File: src/rtl/sfb_pkg.sv
// ----------------------------------------------------------------------------
// sfb_pkg
// Shared types and constants of the sensor frame builder: register indexes,
// frame layout positions and the structs passed between its modules.
// ----------------------------------------------------------------------------
package sfb_pkg;

  localparam int unsigned ByteW   = 8;
  localparam int unsigned PosW    = 4;
  localparam int unsigned TempW   = 24;
  localparam int unsigned DistW   = 24;
  localparam int unsigned IndexW  = 8;

  // Configuration register indexes.
  localparam logic [IndexW-1:0] REG_MAGIC_HIGH     = 8'd0;
  localparam logic [IndexW-1:0] REG_MAGIC_LOW      = 8'd1;
  localparam logic [IndexW-1:0] REG_FRAME_TYPE     = 8'd2;
  localparam logic [IndexW-1:0] REG_PAYLOAD_LENGTH = 8'd3;

  localparam logic [ByteW-1:0] PAYLOAD_LENGTH_RESET = 8'd4;

  // Frame byte positions.
  localparam logic [PosW-1:0] POS_MAGIC_HIGH = 4'd0;
  localparam logic [PosW-1:0] POS_MAGIC_LOW  = 4'd1;
  localparam logic [PosW-1:0] POS_SEQUENCE   = 4'd2;
  localparam logic [PosW-1:0] POS_TYPE       = 4'd3;
  localparam logic [PosW-1:0] POS_LENGTH     = 4'd4;
  localparam logic [PosW-1:0] POS_TEMP_LO    = 4'd5;
  localparam logic [PosW-1:0] POS_TEMP_HI    = 4'd6;
  localparam logic [PosW-1:0] POS_DIST_LO    = 4'd7;
  localparam logic [PosW-1:0] POS_DIST_HI    = 4'd8;
  localparam logic [PosW-1:0] POS_CRC        = 4'd9;

  typedef struct packed {
    logic [ByteW-1:0] magic_high;
    logic [ByteW-1:0] magic_low;
    logic [ByteW-1:0] frame_type;
    logic [ByteW-1:0] payload_length;
  } cfg_t;

  // One reading after scaling, ready to be serialized.
  typedef struct packed {
    logic [ByteW-1:0] sequence_low;
    logic [15:0]      temp16;
    logic [15:0]      dist16;
  } reading_t;

endpackage

File: src/rtl/sensor_frame_builder_crc8_core.sv
// ----------------------------------------------------------------------------
// sensor_frame_builder_crc8_core
// Turns one sensor reading into a ten-byte binary frame with a CRC-8/SMBUS
// trailer, delivered one byte per request on the output channel.
// ----------------------------------------------------------------------------
//
//   Channel  Handshake             Payload
//   -------  --------------------  ----------------------------------------
//   in       in_valid / in_stall   sequence_low, temperature_q8, distance_q8
//   out      out_valid / out_stall frame_byte, byte_position, last_of_frame
//   cfg      cfg_we                cfg_index, cfg_data (no read-back)
//
// A reading is taken into an input register, scaled there, and loaded into
// the frame register of the serializer; its first byte then passes from the
// frame register into the output register. The output register sends one
// byte per cycle while out_stall is low, and readings follow one another
// without gaps. The next reading is accepted while the current frame is
// still being sent. Reset (rst, synchronous) empties both stages and sets
// the configuration registers to their defaults. A stall on the output
// holds the byte in place and, once the input register is full, stalls the
// input channel.
// ----------------------------------------------------------------------------
module sensor_frame_builder_crc8_core (
  input  logic                              clk,
  input  logic                              rst,
  input  logic                              cfg_we,
  input  logic [sfb_pkg::IndexW-1:0]        cfg_index,
  input  logic [sfb_pkg::ByteW-1:0]         cfg_data,
  input  logic                              in_valid,
  output logic                              in_stall,
  input  logic [sfb_pkg::ByteW-1:0]         sequence_low,
  input  logic signed [sfb_pkg::TempW-1:0]  temperature_q8,
  input  logic [sfb_pkg::DistW-1:0]         distance_q8,
  output logic                              out_valid,
  input  logic                              out_stall,
  output logic [sfb_pkg::ByteW-1:0]         frame_byte,
  output logic [sfb_pkg::PosW-1:0]          byte_position,
  output logic                              last_of_frame
);

  sfb_pkg::cfg_t      cfg;
  sfb_pkg::reading_t  reading;
  logic               load_valid;
  logic               load_ready;

  // Configuration registers. Writes to an index outside the list are ignored.
  always_ff @(posedge clk) begin
    if (rst) begin
      cfg.magic_high     <= '0;
      cfg.magic_low      <= '0;
      cfg.frame_type     <= '0;
      cfg.payload_length <= sfb_pkg::PAYLOAD_LENGTH_RESET;
    end else if (cfg_we) begin
      case (cfg_index)
        sfb_pkg::REG_MAGIC_HIGH:     cfg.magic_high     <= cfg_data;
        sfb_pkg::REG_MAGIC_LOW:      cfg.magic_low      <= cfg_data;
        sfb_pkg::REG_FRAME_TYPE:     cfg.frame_type     <= cfg_data;
        sfb_pkg::REG_PAYLOAD_LENGTH: cfg.payload_length <= cfg_data;
        default: ;
      endcase
    end
  end

  // Input register and scaling to hundredths of a degree and tenths of a cm.
  sfb_scale u_scale (
    .clk            (clk),
    .rst            (rst),
    .in_valid       (in_valid),
    .in_stall       (in_stall),
    .sequence_low   (sequence_low),
    .temperature_q8 (temperature_q8),
    .distance_q8    (distance_q8),
    .load_ready     (load_ready),
    .load_valid     (load_valid),
    .reading        (reading)
  );

  // Frame sequencer: picks each byte in order, folds bytes two through
  // eight into the CRC, and places the CRC as the closing byte.
  sfb_serial u_serial (
    .clk           (clk),
    .rst           (rst),
    .cfg           (cfg),
    .load_valid    (load_valid),
    .load_ready    (load_ready),
    .reading       (reading),
    .out_valid     (out_valid),
    .out_stall     (out_stall),
    .frame_byte    (frame_byte),
    .byte_position (byte_position),
    .last_of_frame (last_of_frame)
  );

endmodule

File: src/rtl/sfb_scale.sv
// ----------------------------------------------------------------------------
// sfb_scale
// Input register and fixed-point scaling of temperature and distance.
// ----------------------------------------------------------------------------
module sfb_scale (
  input  logic                           clk,
  input  logic                           rst,
  input  logic                           in_valid,
  output logic                           in_stall,
  input  logic [sfb_pkg::ByteW-1:0]      sequence_low,
  input  logic signed [sfb_pkg::TempW-1:0] temperature_q8,
  input  logic [sfb_pkg::DistW-1:0]      distance_q8,
  input  logic                           load_ready,
  output logic                           load_valid,
  output sfb_pkg::reading_t              reading
);

  logic                         held;
  logic [sfb_pkg::ByteW-1:0]    seq_q;
  logic [sfb_pkg::TempW-1:0]    temp_q;
  logic [sfb_pkg::DistW-1:0]    dist_q;

  logic [sfb_pkg::TempW-1:0]    temp_mag;
  logic [30:0]                  temp_prod;
  logic [22:0]                  temp_q_mag;
  logic [15:0]                  temp16;
  logic [27:0]                  dist_prod;
  logic [19:0]                  dist_q_mag;
  logic [15:0]                  dist16;
  logic                         accept;

  assign load_valid = held;
  assign in_stall   = held && !load_ready;
  assign accept     = in_valid && !in_stall;

  always_ff @(posedge clk) begin
    if (rst) begin
      held <= 1'b0;
    end else if (accept) begin
      held <= 1'b1;
    end else if (load_ready) begin
      held <= 1'b0;
    end
  end

  always_ff @(posedge clk) begin
    if (accept) begin
      seq_q  <= sequence_low;
      temp_q <= temperature_q8;
      dist_q <= distance_q8;
    end
  end

  // Rounding is half away from zero on the magnitude, then the sign returns.
  always_comb begin
    temp_mag   = temp_q[sfb_pkg::TempW-1] ? (~temp_q + 24'd1) : temp_q;
    temp_prod  = 31'(temp_mag) * 31'd100;
    temp_q_mag = 23'((temp_prod + 31'd128) >> 8);
    if (temp_q[sfb_pkg::TempW-1]) begin
      if (temp_q_mag > 23'd32768) begin
        temp16 = 16'h8000;
      end else begin
        temp16 = ~temp_q_mag[15:0] + 16'd1;
      end
    end else begin
      if (temp_q_mag > 23'd32767) begin
        temp16 = 16'h7fff;
      end else begin
        temp16 = temp_q_mag[15:0];
      end
    end

    dist_prod  = 28'(dist_q) * 28'd10;
    dist_q_mag = 20'((dist_prod + 28'd128) >> 8);
    if (dist_q_mag > 20'd65535) begin
      dist16 = 16'hffff;
    end else begin
      dist16 = dist_q_mag[15:0];
    end
  end

  assign reading.sequence_low = seq_q;
  assign reading.temp16       = temp16;
  assign reading.dist16       = dist16;

endmodule

File: src/rtl/sfb_serial.sv
// ----------------------------------------------------------------------------
// sfb_serial
// Frame holding register, byte sequencer, running CRC-8 and output register.
// ----------------------------------------------------------------------------
module sfb_serial (
  input  logic                          clk,
  input  logic                          rst,
  input  sfb_pkg::cfg_t                 cfg,
  input  logic                          load_valid,
  output logic                          load_ready,
  input  sfb_pkg::reading_t             reading,
  output logic                          out_valid,
  input  logic                          out_stall,
  output logic [sfb_pkg::ByteW-1:0]     frame_byte,
  output logic [sfb_pkg::PosW-1:0]      byte_position,
  output logic                          last_of_frame
);

  logic                         active;
  logic [sfb_pkg::PosW-1:0]     pos;
  logic [sfb_pkg::PosW-1:0]     pos_next;
  sfb_pkg::reading_t            frame;
  logic [sfb_pkg::ByteW-1:0]    crc;
  logic [sfb_pkg::ByteW-1:0]    crc_next;
  logic [sfb_pkg::ByteW-1:0]    cur_byte;
  logic                         out_free;
  logic                         emit;
  logic                         load;

  // One CRC-8 byte step, polynomial 0x07, MSB first.
  function automatic logic [7:0] crc8_step(input logic [7:0] c, input logic [7:0] b);
    logic [7:0] v;
    v = c ^ b;
    for (int k = 0; k < 8; k++) begin
      v = v[7] ? ((v << 1) ^ 8'h07) : (v << 1);
    end
    return v;
  endfunction

  assign out_free   = !out_valid || !out_stall;
  assign emit       = active && out_free;
  assign load_ready = !active || (emit && pos == sfb_pkg::POS_CRC);
  assign load       = load_valid && load_ready;
  assign pos_next   = pos + 4'd1;

  always_comb begin
    case (pos)
      sfb_pkg::POS_MAGIC_HIGH: cur_byte = cfg.magic_high;
      sfb_pkg::POS_MAGIC_LOW:  cur_byte = cfg.magic_low;
      sfb_pkg::POS_SEQUENCE:   cur_byte = frame.sequence_low;
      sfb_pkg::POS_TYPE:       cur_byte = cfg.frame_type;
      sfb_pkg::POS_LENGTH:     cur_byte = cfg.payload_length;
      sfb_pkg::POS_TEMP_LO:    cur_byte = frame.temp16[7:0];
      sfb_pkg::POS_TEMP_HI:    cur_byte = frame.temp16[15:8];
      sfb_pkg::POS_DIST_LO:    cur_byte = frame.dist16[7:0];
      sfb_pkg::POS_DIST_HI:    cur_byte = frame.dist16[15:8];
      default:                 cur_byte = crc;
    endcase
  end

  // The CRC covers the sequence byte through the high distance byte.
  always_comb begin
    if (pos inside {[sfb_pkg::POS_SEQUENCE:sfb_pkg::POS_DIST_HI]}) begin
      crc_next = crc8_step(crc, cur_byte);
    end else begin
      crc_next = crc;
    end
  end

  always_ff @(posedge clk) begin
    if (rst) begin
      active    <= 1'b0;
      pos       <= sfb_pkg::POS_MAGIC_HIGH;
      out_valid <= 1'b0;
    end else begin
      if (load) begin
        active <= 1'b1;
        pos    <= sfb_pkg::POS_MAGIC_HIGH;
      end else if (emit) begin
        if (pos == sfb_pkg::POS_CRC) begin
          active <= 1'b0;
        end
        pos <= pos_next;
      end
      if (emit) begin
        out_valid <= 1'b1;
      end else if (!out_stall) begin
        out_valid <= 1'b0;
      end
    end
  end

  always_ff @(posedge clk) begin
    if (load) begin
      frame <= reading;
      crc   <= 8'h00;
    end else if (emit) begin
      crc <= crc_next;
    end
    if (emit) begin
      frame_byte    <= cur_byte;
      byte_position <= pos;
      last_of_frame <= (pos == sfb_pkg::POS_CRC);
    end
  end

  a_last_on_crc: assert property (@(posedge clk) disable iff (rst)
    out_valid |-> (last_of_frame == (byte_position == sfb_pkg::POS_CRC)))
    else $error("last_of_frame does not match the CRC position");

  a_pos_range: assert property (@(posedge clk) disable iff (rst)
    active |-> (pos <= sfb_pkg::POS_CRC))
    else $error("byte sequencer ran past the CRC byte");

  a_emit_shows: assert property (@(posedge clk) disable iff (rst)
    emit |=> (out_valid && byte_position == $past(pos)))
    else $error("emitted byte did not reach the output register");

  a_no_load_midframe: assert property (@(posedge clk) disable iff (rst)
    (active && pos != sfb_pkg::POS_CRC) |-> !load)
    else $error("new reading loaded in the middle of a frame");

endmodule
File: config.mk
export PLATFORM = sky130hd
export DESIGN_NAME = sensor_frame_builder_crc8_core
export DESIGN_NICKNAME = d
export VERILOG_FILES = /design/src/rtl/sfb_pkg.sv /design/src/rtl/sensor_frame_builder_crc8_core.sv /design/src/rtl/sfb_scale.sv /design/src/rtl/sfb_serial.sv
export SDC_FILE = /design/constraint.sdc
export NUM_CORES = 1
export LEC_CHECK = 0
export ABC_CLOCK_PERIOD_IN_PS = 7600
export BUFFER_PORTS_ARGS = -buffer_cell sky130_fd_sc_hd__buf_2
export CAP_MARGIN = 5
export CORE_MARGIN = 2
export CORE_UTILIZATION = 53
export CTS_BUF_LIST = sky130_fd_sc_hd__clkbuf_4
export CTS_CLUSTER_DIAMETER = 120
export DETAILED_ROUTE_END_ITERATION = 8
export GPL_ROUTABILITY_DRIVEN = 0
export HOLD_SLACK_MARGIN = 0.03
export PLACE_DENSITY_LB_ADDON = 0.12
export SYNTH_ARGS = -nofsm -noshare
export SYNTH_HDL_FRONTEND = slang
export SYNTH_SLANG_ARGS = --single-unit
export TNS_END_PERCENT = 5
File: constraint.sdc
create_clock -name clk -period 7.6 [get_ports clk]
set_input_delay 0.76 -clock clk [delete_from_list [all_inputs] [get_ports clk]]
set_output_delay 0.76 -clock clk [all_outputs]
set_load 0.1 [all_outputs]
==> results by group <==
Clock network
  • CTS Buf Count: 17
  • Longest Clk Path Bufs: 2
  • Reg clk slew, reported paths: 0.17 ns
  • Post-CTS Setup Inserts: 0
  • Clock latency on the worst-skew pair: 0.60 ns
  • Clock root buffer: clkbuf_4
  • H-tree depth: 4
  • CTS tree: yes
  • CTS Sinks: 156

Routing
  • Vias/cell: 5.71
  • WL final: roughly 25 mm
  • Drt wl/cell: roughly 16 um
  • DRT iter0 DRCs: 477
  • Post-route DRC: 0
  • Via Count: 9139
  • Drt first pass iters: 5
  • Antenna Nets Post-Route: 0

GRT
  • Global route overflow: 0
  • Initial antenna violation count: 1
  • Global routing usage on met2: 0.375
  • GRT Total Usage: 0.210
  • Gr busiest metal: met2
  • Vias in the first global route: roughly 9000
  • Met3 Track Usage GR: 0.0269
  • Met1 Resource Use GR: 0.268
  • First-pass GRT wire length: 41.2 mm
  • Largest net degree at the start of global routing: 57

Floorplan
  • Core Area: around 22000 um2
  • Cell row count: 55
  • Die ar.: approximately 24000 um2
  • Starting Density: 0.535
  • Die Y: 155 um
  • Die extent in x: around 150 um
  • Ports: 92

STA
  • Hold Slack: between 0.3 and 0.4 ns
  • Hold Violations, Final: 0
  • Min cycle time layout: 7.15 ns
  • Fmax: 140 MHz
  • TNS Setup: 0 ns
  • Max_slew headroom: 0.267
  • Slew @ Worst Pin: 1.10 ns
  • Max-slew violations: 0
  • Worst Skew: 0.0261 ns
  • Final period util: 0.941
  • Setup violations, final: 0
  • Fin worst setup slack: 0.452 ns

Synth
  • Post-synthesis cell area: 12000 um2
  • Avg Cell Area, Syn: 9.78 um2
  • Synthesis Warnings: 0
  • Post-synth EDFFs: 109
  • Seq cells post-synth: 156
  • Area fraction of the dominant cell type after synthesis: 0.273
  • Seq/Total Area, Yosys: 0.351
  • Cells after Synth: between 1000 and 1500
  • Top-count cell post-synth: ha_1
  • Area leader, netlist: edfxtp_1
  • Async SR Flop Fraction: 0
  • Synth area leaders: edfxtp_1 27%, ha_1 14%, dfxtp_1 7.8%
  • Most used DFF post-synth: edfxtp_1
  • Syn Nets: 1449
  • Post-synth cell types: 89
  • Most instantiated cells after synthesis: 135 x ha_1, 127 x nor2_1, 109 x edfxtp_1

Outcome
  • Status: finished clean

Power and ir drop
  • Power per cell area: ~330 nW/um2
  • Max IR drop VDD: 149 uV
  • Cell leakage power: 5.50 nW

Setup path
  • Crit path buf inv count: 1
  • Critical path type: flop to flop
  • Arrival time at the worst endpoint: 7.55 ns
  • Worst EP required: 8.00 ns
  • CP Launch Type: flop
  • CP max stage cell: or4_1
  • Worst-path cell chain: or4_1, nor4_2, nor3b_2, nand3_1, nand2_1, xnor2_1, ha_1, ha_1, ha_1, xor2_1, ha_2, and2_1, nand2_1, or4_1, o211a_1, or4_1, a21oi_2, nand4_1, or3_1, o211ai_2, nor4_4, buf_4, a221oi_1
  • Worst-path fanout max: 11
  • CP peak stage delay: 0.62 ns
  • Delay-heaviest family, CP: simple AND/OR/NAND/NOR gates
  • CP Capture Type: flop

Placement
  • Setup slack after placement: 0.0990 ns
  • Hpwl dp: 19.0 mm
  • Port bufs: ~90

Finish
  • Syn-to-layout area delta: 8.61%
  • Layout cells sized above 1: 0.135
  • Nets@finish: 1523
  • Finished Core Util: 0.581

Run
  • Total of max-cap violations: 0

Worst hold path
  • Min-Delay Path Class: input pin to flop
[state kept, by name, summed over array words and instances, names as in the netlist]
| name | count |
|---|---|
| cfg | 32 |
| u_scale.dist_q | 24 |
| u_scale.load_valid | 1 |
| u_scale.seq_q | 8 |
| u_scale.temp_q | 24 |
| u_serial.active | 1 |
| u_serial.byte_position | 4 |
| u_serial.crc | 8 |
| u_serial.frame | 40 |
| u_serial.frame_byte | 8 |
| u_serial.last_of_frame | 1 |
| u_serial.out_valid | 1 |
| u_serial.pos | 4 |
[repair_timing]
item,CTS,global route
gates resized for setup,0,10
setup endpoints to repair,0,16
hold buffers,0,0
[placed cells by master (no fill, tap or decap), types with 7 or more instances in the layout]
cell type	instances
a211oi_1	8
a21o_1	32
a21oi_1	59
a222oi_1	10
a31oi_1	11
and2_1	7
and3_1	9
buf_2	91
buf_4	10
clkbuf_4	17
dfxtp_1	47
edfxtp_1	109
fa_1	9
ha_1	134
inv_1	64
mux2i_1	42
nand2_1	80
nand2b_1	9
nand3_1	29
nand4_1	9
nor2_1	127
nor3_1	30
nor3b_1	7
nor4_1	9
o211ai_1	7
o21a_1	12
o21ai_0	27
o31ai_1	7
or4_1	10
xnor2_1	84
xor2_1	54
[layout make-up]
type                    count  area, um2
well taps                 285        357
repair buffers            101        531
flip-flops and latches    156       4210
fillers                  2002       9390
clock inverters            15        170
diodes                      1       2.50
multi-input cells         960       7390
inverters                  66        248
clock buffers              17        128
[stage by stage]
step / power (mW) / area (um2) / instances
2_1_floorplan: 3.18 / 12000 / 1228
3_3_place_gp: 3.70 / 12700 / 1568
3_5_place_dp: 3.72 / 12700 / 1568
4_1_cts: 4.28 / 13000 / 1600
5_1_grt: 4.64 / 13000 / 1601
6_report: 4.28 / 13000 / 1601
[power breakdown]
group	switching, mW	total (mW)	internal, mW
clock network	0.363	0.544	0.181
logic	1.69	2.73	1.04
registers	0.0244	1.00	0.977
total	2.07	4.28	2.20
[per-layer routing]
metal | wire length (um) | part of all wire | up-vias
li1 | - | - | 4684
met1 | 11600 | 0.46 | 4250
met2 | 12300 | 0.49 | 179
met3 | 809 | 0.032 | 26
met4 | 382 | 0.015 | 0
met5 | 0 | 0 | -
[final timing paths]
kind / start / to / slack (ns) / depth (start not counted)
worst max register to register: u_scale.temp_q[2] / u_serial.frame[17] / 0.45 / 23
worst min-delay path: sequence_low[2] / u_scale.seq_q[2] / 0.32 / 1
worst max-delay path: u_scale.temp_q[2] / u_serial.frame[17] / 0.45 / 23
worst min register to register: u_scale.seq_q[4] / u_serial.frame[36] / 0.44 / 0
[kinds of logic (layout without fill, tap and decap cells)]
group,count (synthesis),after routing,synth area share
multiplexers,43,43,0.0360
flip-flops,156,156,0.351
AO/OA/AOI/OAI,263,263,0.164
XOR/XNOR,140,140,0.104
buffers and inverters,112,199,0.0369
adder cells (fa/ha/maj),144,144,0.156
AND/OR/NAND/NOR,370,370,0.153
other,0,1,0
(Power assumes the default switching activity.)
